[src/mvt_pkg.sv]
`timescale 1ns / 1ps
`default_nettype none
// ----------------------------------------------------------------------------
// mvt_pkg
// Shared types and constants of the matrix-vector transform core.
// ----------------------------------------------------------------------------
package mvt_pkg;

    localparam int DATA_W = 32;
    localparam int PROD_W = 2 * DATA_W;
    localparam int LANES  = 4;
    localparam int IDX_W  = 2;

    localparam logic [DATA_W-1:0] SAT_MAX = {1'b0, {(DATA_W-1){1'b1}}};
    localparam logic [DATA_W-1:0] SAT_MIN = {1'b1, {(DATA_W-1){1'b0}}};

    typedef enum logic {
        CMD_LOAD  = 1'b0,
        CMD_XFORM = 1'b1
    } t_cmd;

    typedef struct packed {
        logic             valid;
        t_cmd             cmd;
        logic [IDX_W-1:0] row;
        logic [IDX_W-1:0] col;
    } t_ctrl;

endpackage
`default_nettype wire

[src/mvt_sat.sv]
`timescale 1ns / 1ps
`default_nettype none
// ----------------------------------------------------------------------------
// mvt_sat
// Output stage: scales the row sums down by the fraction bits, saturates
// them to 32 bits and holds the result until the receiver takes it.
// ----------------------------------------------------------------------------
module mvt_sat import mvt_pkg::*; #(
    parameter int NR        = 4,
    parameter int FRAC_BITS = 16,
    parameter int SUM_W     = 66
) (
    input  logic                         i_clk,
    input  logic                         i_rst_n,
    input  t_ctrl                        i_ctrl,
    input  logic [NR-1:0][SUM_W-1:0]     i_sum,
    output logic                         o_stall,
    output logic                         o_valid,
    output logic [LANES-1:0][DATA_W-1:0] o_data,
    output logic                         o_saturated,
    input  logic                         i_stall
);

    logic                         r_valid;
    logic [LANES-1:0][DATA_W-1:0] r_data;
    logic                         r_sat;
    logic [LANES-1:0][DATA_W-1:0] n_data;
    logic [LANES-1:0]             n_clip;
    logic                         ready;

    assign ready = !r_valid || !i_stall;

    for (genvar g = 0; g < LANES; g++) begin : g_lane
        if (g < NR) begin : g_row
            logic signed [SUM_W-1:0] sh;
            logic [SUM_W-DATA_W:0]   hi;
            assign sh        = $signed(i_sum[g]) >>> FRAC_BITS;
            assign hi        = sh[SUM_W-1:DATA_W-1];
            assign n_clip[g] = !((&hi) || !(|hi));
            assign n_data[g] = n_clip[g] ? (sh[SUM_W-1] ? SAT_MIN : SAT_MAX)
                                         : sh[DATA_W-1:0];
        end else begin : g_none
            assign n_clip[g] = 1'b0;
            assign n_data[g] = '0;
        end
    end

    always_ff @(posedge i_clk) begin
        if (!i_rst_n) begin
            r_valid <= 1'b0;
        end else if (ready) begin
            r_valid <= i_ctrl.valid && (i_ctrl.cmd == CMD_XFORM);
        end
    end

    always_ff @(posedge i_clk) begin
        if (ready) begin
            r_data <= n_data;
            r_sat  <= |n_clip;
        end
    end

    assign o_stall     = !ready;
    assign o_valid     = r_valid;
    assign o_data      = r_data;
    assign o_saturated = r_sat;

endmodule
`default_nettype wire

[config.mk]
export PLATFORM = sky130hd
export DESIGN_NAME = mvt_sat
export DESIGN_NICKNAME = d
export VERILOG_FILES = /design/src/mvt_pkg.sv /design/src/mvt_sat.sv
export SDC_FILE = /design/constraint.sdc
export NUM_CORES = 1
export LEC_CHECK = 0
export ABC_CLOCK_PERIOD_IN_PS = 12400
export BUFFER_PORTS_ARGS = -buffer_cell sky130_fd_sc_hd__buf_2
export CORE_AREA = 2 2 158 160
export CTS_CLUSTER_DIAMETER = 100
export DETAILED_ROUTE_END_ITERATION = 12
export DIE_AREA = 0 0 160 162
export PLACE_DENSITY = 0.57
export REMOVE_ABC_BUFFERS = 1
export SKIP_LAST_GASP = 1
export SLEW_MARGIN = 20
export SYNTH_ARGS = -nofsm -noshare
export SYNTH_HDL_FRONTEND = slang
export SYNTH_SLANG_ARGS = --single-unit
[constraint.sdc]
create_clock -name i_clk -period 12.4 [get_ports i_clk]
set_input_delay 3.72 -clock i_clk [delete_from_list [all_inputs] [get_ports i_clk]]
set_output_delay 3.72 -clock i_clk [all_outputs]
set_load 0.1 [all_outputs]
# ---- After elaboration in Yosys (flattened, before gate mapping)
# Index checks and enable logic that the tools add are counted.
# W data, S select, Z words.
dict set report totals {
  regBits 130
  latchBits 0
  ramBits 0
  rom_bits 0
  input_bits 273
  elab_cells 40
  memories 0
}
dict set report op_classes {
  addsub 0
  n_mul 0
  div 0
  order_cmp 0
  eq_ne 0
  shift 0
  mux 8
  bitwise 0
  n_reduce_logical 26
}
# cell n
set ops {}
lappend ops {{$mux W32} 8}
lappend ops {{$reduce_and A19 Y1} 4}
lappend ops {{$reduce_or A19 Y1} 4}
lappend ops {{$logic_not A1 Y1} 11}
lappend ops {{$logic_or A1 B1 Y1} 5}
lappend ops {{$reduce_or A4 Y1} 1}
lappend ops {{$logic_and A1 B1 Y1} 1}

# ---- Logic depth before layout (Yosys ltp)
dict set report depth {
  depth_word 5
  mapped_depth 6
}

# ---- Least setup slack after synthesis
# Ideal clock, no wire load.
dict set report synth_timing {
  path_type {input-to-output}
  start {input port i_stall}
  end {output port o_stall}
  arrival_ns 8.058
  required_time_ns 8.680
  path_slack_ns 0.622
  path_stages 2
  n_path_buf 0
  cell_sequence {nand2_1 -> inv_1}
}
dict set report synth_between {
  elab_chain_cells 3
}
# item line
set synth_rtl {}
lappend synth_rtl {{start: declaration} mvt_sat.sv:21} ;# input logic i_stall
lappend synth_rtl {{$logic_not A1 Y1} mvt_sat.sv:31} ;# assign ready = !r_valid || !i_stall;
lappend synth_rtl {{$logic_or A1 B1 Y1} mvt_sat.sv:31}
lappend synth_rtl {{$logic_not A1 Y1} mvt_sat.sv:63} ;# assign o_stall = !ready;
lappend synth_rtl {{end: declaration} mvt_sat.sv:17} ;# output logic o_stall,
# Every way passes these cells.

# ---- Worst setup path after layout
# Ends and elaborated chain as after synthesis.

==> results.toml <==
[grt]
grt_pass1_wl_mm = 24.8
grt_max_degree = 73
antenna_found_initial = 2
grt_use_total_pct = 12.4
overflow = 0
grt_pass1_vias = 4482

[timing]
post-route-min-period_ns = 8.61
tightest_slew_ns = 0.973
fmax_mhz = 116
max_slew_margin_pct = 35.1
slew_viol_final = 0
rsz0062_at_grt = "no"
hold_viol_final = 0
setup_viol = 0
fin_setup_tns_ns = 0
finClkSkew_ns = 0.0161
final_min_period_over_clock_period_pct = 69.4

[worst_hold_path]
min_from = "o_valid$_SDFFE_PN0N_"
hold_end = "o_data[101]$_DFFE_PN_"
hold_depth = 1
hold_path_class = "flop to flop"

[synthesis]
synth_top_area_cell = "edfxtp_1"
ys_top_cells_by_area = "edfxtp_1, a21o_2, a21o_1"
synth.most_common_cell = "edfxtp_1"
synth_top_area_share_pct = 68.6
ys_ff_latch = 130
yosys_warnings = 0
async_flop_share_pct = 0
synthCells = 347
synth_commonest_cells = "edfxtp_1, a21o_2, a21o_1, nand4_1, buf_6"
synth_edf_count = 129
avgSynthCellArea_um2 = 16.3
seq_area_frac_synth_pct = 68.9
syn-cell-area_um2 = 5650
ys_types = 20
synth_flop_cell = "edfxtp_1"

[floorplan]
die_w_um = 160
num_rows = 57
core_um2 = 24100
io_pins = 404
design.die.area_um2 = 25900
fp.dieH_um = 162
initial_core_util_pct = 23.4

[clock_tree]
post_cts_resized = 0
cts_sinks = 130
path_clk_slew_ns = 0.06
holdBufCountCts = 0
clk_latency_ns = 0.42
numCtsBuffers = 17
cts_tree = "done"
cts_root_buf = "clkbuf_16"
post_cts_buffers = 0
clk_path_buf_depth = 2
h-tree-depth = 4

[layout]
syn2layout_area_growth_pct = 46.3
num-nets-final = 951
drive_above_1_share_pct = 67.9
utilization_pct = 34.3

[critical_path]
r2r_end = "o_data[79]$_DFFE_PN_"
criticalPathCategory = "input port to output port"
required_ns = 8.68
cp_max_fo = 60
crit_path_cell_trace = "buf_2 -> nand2_4 -> inv_1 -> buf_2"
r2r-start = "o_valid$_SDFFE_PN0N_"
slowest_delay_ns = 0.46
reg2regPathDepth = 2
cpMostUsedCell = "buf_2"
r2r_slack_ns = 10.14
critPathCaptureType = "output port"
arrival_ns = 4.89
crit_path_start_kind = "input port"
slowest_stage = "buf_2"

[power_and_ir_drop]
p_per_area_nw_per_um2 = 174
total_power_mw = 1.43
vdd_drop_max_mv = 0.0764
power_leakage_nw = 3.92

[outcome]
status = "complete, no violations"

[placement]
hpwl_mm = 11.5
port_buffers = 335
place_congestion = 0.757

[route]
wl_per_cell_um = 15.9
ant_nets = 0
routed_wl_mm = 16.1
drt-vias-per-instance = 4.26
drc = 0
drt-initial-drc-count = 230
firstDrtPassIters = 4
vias = 4326

[job]
drv_cap = 0
[power breakdown]
part	switching, mW	internal (mW)	leakage (nW)
logic	0.250	0.0581	2.23
clock network	0.196	0.410	0.337
registers	0.00638	0.514	1.36
total	0.452	0.982	3.92
[registers in the layout (all words and copies together) (netlist names)]
register	cells
o_saturated	1
o_valid	1
o_data	128
[worst max-delay path: cells and delay by family]
kind	cells	cell delay (ns)
buf+inv	3	0.75
simple gates	1	0.40
[cells by family (layout without fill, tap and decap cells)]
logic type / after synthesis / after routing / synth area share [%]
compound gates: 133 / 133 / 20.1
buf+inv: 29 / 373 / 4.92
flops: 130 / 130 / 68.9
other cells: 0 / 1 / 0
simple gates: 55 / 55 / 6.09
[layout by cell type (no fill, tap or decap)]
cell type   count
nand2_1         1
buf_4           5
clkbuf_8        2
a21o_1         39
a21boi_0        1
buf_2         335
clkinv_4        2
and3_1          4
clkinvlp_4      2
inv_1           1
inv_6           1
nor4_2          4
a21o_2         85
bufinv_16       7
nand2_4         1
clkbuf_16      17
a31o_2          4
nor4_1         16
clkbuf_1        1
diode_2         1
nand4_1        21
a311oi_4        4
dfxtp_1         1
edfxtp_1      129
nor2_1          8
[metrics by stage]
stage	setup WS, ns	cells	instance area, µm²	hold WS [ns]
3_3_place_gp	3.70	983	7550	1.17
6_report	3.79	1016	8260	1.15
4_1_cts	3.73	1015	8260	1.20
5_1_grt	3.62	1016	8260	1.25
2_1_floorplan	0.622	319	5380	3.82
3_5_place_dp	3.71	983	7550	1.19
[layout make-up]
class | count | area (µm²)
antenna | 1 | 2.50
clock buffer | 20 | 457
tap | 324 | 405
multi-input combinational | 188 | 1540
timing repair buffer | 340 | 1710
clock inverter | 12 | 251
sequential | 130 | 3890
inverter | 1 | 3.75
fill | 2503 | 15800
[layer usage]
metal  routed length [µm]  vias to the layer above  track usage (%)  part of all wire [%]
met5                   13                        -                0                 0.081
met4                  333                        2             4.91                   2.1
met3                 1240                       23             5.13                   7.7
met2                 8070                      180             20.2                    50
met1                 6470                     2065             14.4                    40
li1                     -                     2056                -                     -
[worst max path at each step]
stage	end	depth (start not counted)	startpoint	slack (ns)
5_1_grt	o_stall	4	i_stall	3.62
2_1_floorplan	o_stall	2	i_stall	0.62
4_1_cts	o_stall	4	i_stall	3.73
3_3_place_gp	o_stall	4	i_stall	3.70
3_5_place_dp	o_stall	4	i_stall	3.71
6_report	o_stall	4	i_stall	3.79
Note: power is estimated with default switching activity, not from simulation.
